**src/rtl/sbeq_pkg.sv**
```systemverilog
package sbeq_pkg;

  // default configuration of the equaliser
  localparam int NUM_BANDS_DEF    = 3;
  localparam int NUM_CHANNELS_DEF = 2;

  // data path widths
  localparam int SAMPLE_W   = 16;
  localparam int COEF_W     = 16;
  localparam int PROD_W     = 32;
  localparam int ACC_W      = 40;
  localparam int COEF_SHIFT = 12;

  // configuration port
  localparam int CFG_INDEX_W = 8;
  localparam int CFG_DATA_W  = 48;
  localparam int FF_W        = 48;
  localparam int FB_W        = 32;
  localparam int NUM_REGS    = 6;

  localparam logic [FF_W-1:0] UNITY_FF = FF_W'(4096);
  localparam logic [FB_W-1:0] ZERO_FB  = '0;

  localparam logic signed [SAMPLE_W-1:0] SAT_MAX = 16'sh7fff;
  localparam logic signed [SAMPLE_W-1:0] SAT_MIN = 16'sh8000;

  // sequencer steps
  typedef logic [2:0] step_t;
  localparam step_t ST_IDLE  = 3'd0;
  localparam step_t ST_MUL0  = 3'd1;
  localparam step_t ST_MUL1  = 3'd2;
  localparam step_t ST_MUL2  = 3'd3;
  localparam step_t ST_MUL3  = 3'd4;
  localparam step_t ST_MUL4  = 3'd5;
  localparam step_t ST_FIN   = 3'd6;
  localparam step_t ST_EMIT  = 3'd7;

  // which coefficient and which operand go to the multiplier
  typedef enum logic [2:0] {
    T_B0X0,
    T_B1XH0,
    T_B2XH1,
    T_A1YH0,
    T_A2YH1
  } term_t;

  typedef enum logic [1:0] {
    ACC_NOP,
    ACC_LOAD,
    ACC_ADD,
    ACC_SUB
  } acc_op_t;

  // how the step counter moves on
  typedef enum logic [1:0] {
    C_NEXT,   // always to the following step
    C_IN,     // to target once an item is taken, else hold
    C_MORE,   // to target while sections remain, else following step
    C_OUT     // to target once the output register is free, else hold
  } cond_t;

  typedef struct packed {
    term_t   term;
    acc_op_t acc;
    logic    finish;
    cond_t   cond;
    step_t   target;
  } uword_t;

  // control store: one biquad section is steps mul0 to fin
  function automatic uword_t ucode(input step_t s);
    uword_t w;
    w = '{term: T_B0X0, acc: ACC_NOP, finish: 1'b0, cond: C_IN, target: ST_MUL0};
    case (s)
      ST_IDLE: w = '{term: T_B0X0,  acc: ACC_NOP,  finish: 1'b0, cond: C_IN,
                     target: ST_MUL0};
      ST_MUL0: w = '{term: T_B0X0,  acc: ACC_NOP,  finish: 1'b0, cond: C_NEXT,
                     target: ST_IDLE};
      ST_MUL1: w = '{term: T_B1XH0, acc: ACC_LOAD, finish: 1'b0, cond: C_NEXT,
                     target: ST_IDLE};
      ST_MUL2: w = '{term: T_B2XH1, acc: ACC_ADD,  finish: 1'b0, cond: C_NEXT,
                     target: ST_IDLE};
      ST_MUL3: w = '{term: T_A1YH0, acc: ACC_ADD,  finish: 1'b0, cond: C_NEXT,
                     target: ST_IDLE};
      ST_MUL4: w = '{term: T_A2YH1, acc: ACC_SUB,  finish: 1'b0, cond: C_NEXT,
                     target: ST_IDLE};
      ST_FIN:  w = '{term: T_B0X0,  acc: ACC_SUB,  finish: 1'b1, cond: C_MORE,
                     target: ST_MUL0};
      ST_EMIT: w = '{term: T_B0X0,  acc: ACC_NOP,  finish: 1'b0, cond: C_OUT,
                     target: ST_IDLE};
      default: w = '{term: T_B0X0,  acc: ACC_NOP,  finish: 1'b0, cond: C_IN,
                     target: ST_MUL0};
    endcase
    return w;
  endfunction

endpackage

```
**src/rtl/stereo_three_band_biquad_eq.sv**
```systemverilog
// channel   direction  handshake                  payload
// sample    in         sample_valid/sample_stall  left_sample, right_sample
// result    out        result_valid/result_stall  left_result, right_result
// config    in         cfg_valid/cfg_ready        cfg_index, cfg_data
//
// an item passes the idle step, where it is taken, then steps mul0 to fin
// for each biquad section in turn on the single shared multiplier, then the
// emit step, which hands the result to the output register
// the output register holds the last result while the next item is worked on
// rst is synchronous: clears history, restores unity coefficients, empties output
// sample_stall is low only while the sequencer waits at its idle step; a
// stalled result holds the sequencer at its emit step
module stereo_three_band_biquad_eq #(
  parameter int NUM_BANDS    = sbeq_pkg::NUM_BANDS_DEF,
  parameter int NUM_CHANNELS = sbeq_pkg::NUM_CHANNELS_DEF
) (
  input  logic                                   clk,
  input  logic                                   rst,
  // sample channel
  input  logic                                   sample_valid,
  output logic                                   sample_stall,
  input  logic signed [sbeq_pkg::SAMPLE_W-1:0]   left_sample,
  input  logic signed [sbeq_pkg::SAMPLE_W-1:0]   right_sample,
  // result channel
  output logic                                   result_valid,
  input  logic                                   result_stall,
  output logic signed [sbeq_pkg::SAMPLE_W-1:0]   left_result,
  output logic signed [sbeq_pkg::SAMPLE_W-1:0]   right_result,
  // coefficient write channel
  input  logic                                   cfg_valid,
  output logic                                   cfg_ready,
  input  logic [sbeq_pkg::CFG_INDEX_W-1:0]       cfg_index,
  input  logic [sbeq_pkg::CFG_DATA_W-1:0]        cfg_data
);

  localparam int NUM_SECS = NUM_BANDS * NUM_CHANNELS;
  localparam int BW       = (NUM_BANDS > 1) ? $clog2(NUM_BANDS) : 1;
  localparam int CW       = (NUM_CHANNELS > 1) ? $clog2(NUM_CHANNELS) : 1;
  localparam int SW       = (NUM_SECS > 1) ? $clog2(NUM_SECS) : 1;
  localparam int SMP      = sbeq_pkg::SAMPLE_W;

  // history of one section: two past inputs and two past outputs
  typedef struct packed {
    logic signed [SMP-1:0] xh0;
    logic signed [SMP-1:0] xh1;
    logic signed [SMP-1:0] yh0;
    logic signed [SMP-1:0] yh1;
  } hist_t;

  // coefficients, one feedforward and one feedback word per band
  logic [sbeq_pkg::FF_W-1:0] ff [NUM_BANDS];
  logic [sbeq_pkg::FB_W-1:0] fb [NUM_BANDS];

  // section history, indexed by channel * NUM_BANDS + band
  hist_t hist [NUM_SECS];

  // sequencer
  sbeq_pkg::step_t  pc;
  sbeq_pkg::step_t  pc_next;
  sbeq_pkg::uword_t uw;
  logic [BW-1:0]    band;
  logic [CW-1:0]    ch;
  logic [SW-1:0]    sec;

  // datapath
  logic signed [SMP-1:0]                  x0;        // input of current section
  logic signed [SMP-1:0]                  x_right;   // right sample waiting its turn
  logic signed [SMP-1:0]                  res_left;
  logic signed [SMP-1:0]                  res_right;
  logic signed [sbeq_pkg::PROD_W-1:0]     prod;
  logic signed [sbeq_pkg::ACC_W-1:0]      acc;
  logic signed [sbeq_pkg::ACC_W-1:0]      acc_fin;
  logic signed [sbeq_pkg::ACC_W-1:0]      q;
  logic signed [SMP-1:0]                  y;
  logic signed [sbeq_pkg::COEF_W-1:0]     coef;
  logic signed [SMP-1:0]                  opnd;
  hist_t                                  cur;

  logic                          take_in;
  logic                          out_free;
  logic                          last_band;
  logic                          more;
  logic [sbeq_pkg::CFG_INDEX_W-2:0] cfg_band;
  logic                          cfg_hit;

  assign uw        = sbeq_pkg::ucode(pc);
  assign cur       = hist[sec];
  assign take_in   = sample_valid && !sample_stall;
  assign out_free  = !result_valid || !result_stall;
  assign last_band = (band == BW'(NUM_BANDS - 1));
  assign more      = !(last_band && (ch == CW'(NUM_CHANNELS - 1)));

  assign sample_stall = (pc != sbeq_pkg::ST_IDLE);
  assign cfg_ready    = 1'b1;

  // register index: bit 0 picks feedforward or feedback, the rest the band
  assign cfg_band = cfg_index[sbeq_pkg::CFG_INDEX_W-1:1];
  assign cfg_hit  = cfg_valid && cfg_ready
                    && (cfg_index < sbeq_pkg::CFG_INDEX_W'(sbeq_pkg::NUM_REGS))
                    && (int'(cfg_band) < NUM_BANDS);

  // multiplier operand selection for the current term
  always_comb begin
    case (uw.term)
      sbeq_pkg::T_B0X0: begin
        coef = ff[band][15:0];
        opnd = x0;
      end
      sbeq_pkg::T_B1XH0: begin
        coef = ff[band][31:16];
        opnd = cur.xh0;
      end
      sbeq_pkg::T_B2XH1: begin
        coef = ff[band][47:32];
        opnd = cur.xh1;
      end
      sbeq_pkg::T_A1YH0: begin
        coef = fb[band][15:0];
        opnd = cur.yh0;
      end
      sbeq_pkg::T_A2YH1: begin
        coef = fb[band][31:16];
        opnd = cur.yh1;
      end
      default: begin
        coef = '0;
        opnd = '0;
      end
    endcase
  end

  // last feedback term folds straight into the scaling shift and clamp
  assign acc_fin = acc - sbeq_pkg::ACC_W'(prod);
  assign q       = acc_fin >>> sbeq_pkg::COEF_SHIFT;

  always_comb begin
    if ((q[sbeq_pkg::ACC_W-1:SMP-1] == '0) || (q[sbeq_pkg::ACC_W-1:SMP-1] == '1)) begin
      y = q[SMP-1:0];
    end else if (q[sbeq_pkg::ACC_W-1]) begin
      y = sbeq_pkg::SAT_MIN;
    end else begin
      y = sbeq_pkg::SAT_MAX;
    end
  end

  // next step from the control word's condition
  always_comb begin
    case (uw.cond)
      sbeq_pkg::C_NEXT: pc_next = sbeq_pkg::step_t'(pc + 3'd1);
      sbeq_pkg::C_IN:   pc_next = take_in ? uw.target : pc;
      sbeq_pkg::C_MORE: pc_next = more ? uw.target : sbeq_pkg::step_t'(pc + 3'd1);
      sbeq_pkg::C_OUT:  pc_next = out_free ? uw.target : pc;
      default:          pc_next = sbeq_pkg::ST_IDLE;
    endcase
  end

  always_ff @(posedge clk) begin
    // multiplier runs every cycle, product registered
    prod <= coef * opnd;

    if (rst) begin
      pc           <= sbeq_pkg::ST_IDLE;
      band         <= '0;
      ch           <= '0;
      sec          <= '0;
      result_valid <= 1'b0;
      for (int b = 0; b < NUM_BANDS; b++) begin
        ff[b] <= sbeq_pkg::UNITY_FF;
        fb[b] <= sbeq_pkg::ZERO_FB;
      end
      for (int s = 0; s < NUM_SECS; s++) begin
        hist[s] <= '0;
      end
    end else begin
      pc <= pc_next;

      if (cfg_hit) begin
        if (cfg_index[0]) begin
          fb[cfg_band[BW-1:0]] <= cfg_data[sbeq_pkg::FB_W-1:0];
        end else begin
          ff[cfg_band[BW-1:0]] <= cfg_data[sbeq_pkg::FF_W-1:0];
        end
      end

      if (take_in) begin
        band    <= '0;
        ch      <= '0;
        sec     <= '0;
        x0      <= left_sample;
        x_right <= right_sample;
      end

      case (uw.acc)
        sbeq_pkg::ACC_LOAD: acc <= sbeq_pkg::ACC_W'(prod);
        sbeq_pkg::ACC_ADD:  acc <= acc + sbeq_pkg::ACC_W'(prod);
        sbeq_pkg::ACC_SUB:  acc <= acc_fin;
        default:            acc <= acc;
      endcase

      // end of a section: shift history, move on to next band or channel
      if (uw.finish) begin
        hist[sec] <= '{xh0: x0, xh1: cur.xh0, yh0: y, yh1: cur.yh0};
        sec       <= SW'(sec + 1'b1);
        if (last_band) begin
          band <= '0;
          ch   <= CW'(ch + 1'b1);
          x0   <= x_right;
          if (ch == '0) begin
            res_left <= y;
          end else begin
            res_right <= y;
          end
        end else begin
          band <= BW'(band + 1'b1);
          x0   <= y;
        end
      end

      // output register
      if ((pc == sbeq_pkg::ST_EMIT) && out_free) begin
        result_valid <= 1'b1;
        left_result  <= res_left;
        right_result <= (NUM_CHANNELS > 1) ? res_right : '0;
      end else if (result_valid && !result_stall) begin
        result_valid <= 1'b0;
      end
    end
  end

  // a fresh result only ever comes from the emit step
  a_rise_from_emit: assert property (@(posedge clk) disable iff (rst)
    $rose(result_valid) |-> $past(pc) == sbeq_pkg::ST_EMIT)
    else $error("result raised outside emit step");

  // section counter tracks channel and band while sections are running
  a_sec_track: assert property (@(posedge clk) disable iff (rst)
    (pc != sbeq_pkg::ST_IDLE && pc != sbeq_pkg::ST_EMIT)
    |-> int'(sec) == int'(ch) * NUM_BANDS + int'(band))
    else $error("section index out of step with channel and band");

  // a taken item always starts at the first section
  a_start: assert property (@(posedge clk) disable iff (rst)
    take_in |=> (pc == sbeq_pkg::ST_MUL0) && (sec == '0) && (band == '0) && (ch == '0))
    else $error("item did not start at first section");

  // after the last section the sequencer goes to emit
  a_last_to_emit: assert property (@(posedge clk) disable iff (rst)
    (pc == sbeq_pkg::ST_FIN && !more) |=> pc == sbeq_pkg::ST_EMIT)
    else $error("last section not followed by emit");

  // the emit step is left only when the output register took the result
  a_emit_hold: assert property (@(posedge clk) disable iff (rst)
    (pc == sbeq_pkg::ST_EMIT && !out_free) |=> pc == sbeq_pkg::ST_EMIT)
    else $error("emit step left while output register busy");

endmodule
```
**config.mk**
```make
export PLATFORM = sky130hd
export DESIGN_NAME = stereo_three_band_biquad_eq
export DESIGN_NICKNAME = d
export VERILOG_FILES = /design/src/rtl/sbeq_pkg.sv /design/src/rtl/stereo_three_band_biquad_eq.sv
export SDC_FILE = /design/constraint.sdc
export NUM_CORES = 2
export LEC_CHECK = 0
export ABC_AREA = 1
export BUFFER_PORTS_ARGS = -buffer_cell sky130_fd_sc_hd__buf_2
export CORE_AREA = 4 4 364 366
export DETAILED_ROUTE_END_ITERATION = 12
export DIE_AREA = 0 0 368 370
export PLACE_DENSITY = 0.6
export SYNTH_ARGS = -nofsm -noshare
export SYNTH_HDL_FRONTEND = slang
export SYNTH_SLANG_ARGS = --single-unit
```
**constraint.sdc**
```tcl
create_clock -name clk -period 9.4 [get_ports clk]
set_input_delay 0 -clock clk [delete_from_list [all_inputs] [get_ports clk]]
set_output_delay 0 -clock clk [all_outputs]
set_load 0.01 [all_outputs]
```
Word level (Yosys, flattened, before mapping)
Memory sizes are Yosys's and may differ from the RTL's. A register that Yosys moved wholly into a read port is not among the register bits.
Cells that the tools add are included.
{ "word_totals": {"ff_bits": 178, "ramBits": 624, "mem_bits_ro": 72, "output_inout_bits": 35, "n_memories": 4} }
{ "mem_list": {"columns": ["memory", "depth", "word_bits", "rd", "rd_clocked_by_memory_dff", "wr", "line", "text"], "rows": [
  ["hist", 6, 64, 1, 1, 6, "stereo_three_band_biquad_eq.sv:55", "hist_t hist [NUM_SECS];"],
  ["ff", 3, 48, 1, 1, 3, "stereo_three_band_biquad_eq.sv:51", "logic [sbeq_pkg::FF_W-1:0] ff [NUM_BANDS];"],
  ["fb", 3, 32, 1, 1, 3, "stereo_three_band_biquad_eq.sv:52", "logic [sbeq_pkg::FB_W-1:0] fb [NUM_BANDS];"],
  ["(name not given)", 8, 9, 1, 1, 0, "sbeq_pkg.sv:74", "case (s)"]
]} }
{ "op_classes": {"n_addsub": 6, "multipliers": 1, "order_cmp": 2, "eq_ne": 15, "muxes": 52, "bitwise": 2, "n_reduce_logical": 28} }
{ "op_table": {"columns": ["operator", "count"], "rows": [
  ["16-bit case mux with 5 select lines", 2],
  ["40-bit case mux with 3 select lines", 1],
  ["16-bit 2-to-1 mux", 5],
  ["64-bit 2-to-1 mux", 1],
  ["64-bit OR reduction", 1],
  ["48-bit 2-to-1 mux", 1],
  ["48-bit OR reduction", 1],
  ["40-bit by 32-bit adder with 40-bit output", 1],
  ["40-bit by 32-bit subtractor with 40-bit output", 1],
  ["16-bit by 16-bit multiplier with 32-bit output", 1],
  ["32-bit 2-to-1 mux", 1],
  ["32-bit OR reduction", 1],
  ["3-bit 2-to-1 mux", 10],
  ["25-bit == test (second input constant)", 1],
  ["25-bit logical NOT", 1],
  ["1-bit 2-to-1 mux", 21],
  ["2-bit 2-to-1 mux", 9],
  ["3-bit case mux with 4 select lines", 1],
  ["2-bit == test (second input constant)", 5],
  ["2-bit AND reduction", 5],
  ["8-bit by 3-bit < comparator with 1-bit output (second input constant)", 1],
  ["4-bit AND reduction", 2],
  ["7-bit by 2-bit < comparator with 1-bit output (second input constant)", 1],
  ["3-bit by 1-bit adder with 3-bit output (second input constant)", 2],
  ["15 further kinds", 30]
]} }

Logic depth before layout (Yosys ltp)
{ "depth": {"word_depth": 8, "depth_mapped": 35} }

Worst setup path before layout
No wires, ideal clock.
{ "synth_timing": {"path_kind": "register to register", "startpoint": "reg uw[5] (netlist name)", "endpoint": "mem hist[5][0] in the netlist's numbering (enable)", "arrival_ps": 7385, "required_ps": 8739, "slack_ps": 1354, "path_stages_with_launch": 5, "n_path_buf": 2, "synth_period_minus_slack_ps": 8046, "cell_sequence": "dfxtp_1 > inv_1 > clkbuf_1 > clkbuf_1 > o41ai_1"} }
{ "synth_lines": {"columns": ["item", "line"], "rows": [
  ["to (decl)", "stereo_three_band_biquad_eq.sv:55"]
]} }

==> flow_metrics.tcl <==
set metrics [dict create \
    outcome "complete, no violations" \
    tightest_slew_ps 1320 \
    nets 6590 \
    grt_pass1_wl_um 265000 \
    cp.required_ps 9960 \
    worstHoldPathType "in -> reg" \
    first_global_vias 42800 \
    start_util 0.448 \
    synth_area_um2 57900 \
    routabilityCongestion 0.950 \
    wl_per_cell_um 22.2 \
    synth_edf_count 968 \
    tns_ps 0 \
    criticalPathCategory "reg -> reg" \
    cts.clk_slew.worst_paths_ps 60 \
    die-width_um 368 \
    cts-root-buf "clkbuf_16" \
    path_max_fanout 80 \
    critPathMostFrequentCell "fa_1" \
    syn_avg_cell_area_um2 9.96 \
    synthArstFlopShare 0 \
    die_h_um 370 \
    cts_buffer_depth 3 \
    maxSlewViolCount 0 \
    cts_resized 0 \
    routed_via_density 5.48 \
    synth_ff_type "edfxtp_1" \
    cp_slowest_cell "nor3_2" \
    max_stage_delay_ps 780 \
    grt_max_degree 135 \
    area_growth_pct 13.2 \
    ys_types 51 \
    clkLatencyLatePin_ps 750 \
    grt_overflow 0 \
    cp.arrival_ps 8940 \
    yosys_warnings 0 \
    num_rows 132 \
    drc 0 \
    synth_seq_area_share 0.521 \
    htree_levels 3 \
    first_pass_iters 7 \
    dpl.hpwl_um 115000 \
    ys_ff_latch 1024 \
    place_ws_ps 1060 \
    fin_skew_ps 88.6 \
    drive_above_1_share 0.0910 \
    fmax_mhz 119 \
    die_area_um2 136000 \
    rsz0062_at_grt "no" \
    pin_count 128 \
    relSlewSlack 0.118 \
    layout_setup_ws_ps 1020 \
    dr.first_iter.drc_count 3766 \
    cts_tree "built" \
    finalHoldViolations 0 \
    coreArea_um2 129000 \
    final.period_utilization 0.891 \
    vias 43300 \
    cts_buffers 110 \
    grt_usage 0.255 \
    fin_crit_ps 8380 \
    netlist_instances 5815 \
    antenna_found_initial 4 \
    drv_cap 0 \
    start_kind "flip-flop" \
    endpoint_kind "flip-flop" \
    setup_viol 0 \
    port_buffers 126 \
    final_antenna_net_count 0 \
    totalWireLength_um 175000 \
    clock-sinks 1024 \
]
## routing by layer
metal,vias to the layer above,routed length [um],global-route usage
met3,259,11500,0.0356
met1,21600,75000,0.351
met5,-,0,0
met2,1543,83200,0.421
met4,0,5460,0.0789
li1,19900,-,-
## what timing repair did
item	in CTS	in global routing
buffers inserted	0	0
endpoints found under the hold margin	380	0
hold buffers	123	0
## kinds of logic after synthesis
family                     synth area share
adders and majority gates             0.128
xor gates and xnor gates            0.00832
muxes                                0.0176
other                              0.000130
and+or+nand+nor                       0.155
AOI/OAI and AO/OA                     0.100
buffers and inverters                0.0697
DFF                                   0.521
## worst max-delay path, delay by kind of cell, from the launching register on
family	cells	cell delay [ps]
AOI/OAI and AO/OA	8	1730
buffers and inverters	7	1490
and+or+nand+nor	6	1260
adders and majority gates	7	3100
DFF	1	590
## path summary, 6_finish.rpt
check | from | to | slack [ps] | depth (start not counted)
worst max-delay path | flip-flop | prod[29] | 1020 | 28
worst min-delay path | cfg_data[4] | ff[3][4] | 40 | 2
worst max register to register | flip-flop | prod[29] | 1020 | 28
worst min register to register | res_right[0] | right_result[0] | 420 | 0
## synth_stat cells, drive strengths merged, types with 36 or more instances
library cell | number | area (um^2)
nor2 | 1350 | 5170
edfxtp | 968 | 29100
inv | 751 | 2820
nand2 | 635 | 2600
o21ai | 408 | 2040
fa | 265 | 5310
clkbuf | 203 | 762
a21oi | 177 | 897
ha | 167 | 2090
nand3 | 148 | 761
mux2i | 102 | 1020
o22ai | 95 | 594
o221ai | 90 | 788
buf | 84 | 443
o211ai | 62 | 465
dfxtp | 56 | 1120
a22o | 47 | 412
nor3 | 39 | 260
xor2 | 36 | 315
## metrics by stage
stage	instances	util	hold slack (ps)	area (um^2)
after floorplan	5894	-	98.9	58200
after global placement	7572	0.471	179	60800
after detailed placement	7572	0.471	178	60800
after CTS	7894	0.508	3.44	65600
after global routing	7894	0.508	30.3	65600
final	7896	0.508	36.2	65600
## cell usage in the layout (no fill, tap or decap), types with 123 or more instances in the layout
master	n
nand3_1	144
buf_2	126
dlygate4sd3_1	123
nor2_1	1305
a21oi_1	173
inv_1	726
edfxtp_1	968
fa_1	265
ha_1	167
nand2_1	574
o21ai_0	407
## registers in the layout, summed over array words and instances, names as in the netlist, 3 cells and up, named ones only
name / cells
res_left: 16
uw: 9
sec: 3
x_right: 16
ff: 192
hist: 512
res_right: 16
acc: 40
pc: 3
fb: 128
right_result: 16
left_result: 16
x0: 16
prod: 32
## cell type report
| cell class | count | area [um^2] |
|---|---|---|
| Clock inverter | 64 | 623 |
| Antenna cell | 2 | 5.00 |
| Clock buffer | 135 | 2900 |
| Tap cell | 1742 | 2180 |
| Inverter | 754 | 2840 |
| Sequential cell | 1024 | 30200 |
| Multi-Input combinational cell | 3829 | 24200 |
| Fill cell | 11800 | 63600 |
| Timing Repair Buffer | 346 | 2650 |
Power is not shown: default switching activity piles up to over one toggle a cycle in this logic, so the estimate is an artifact.
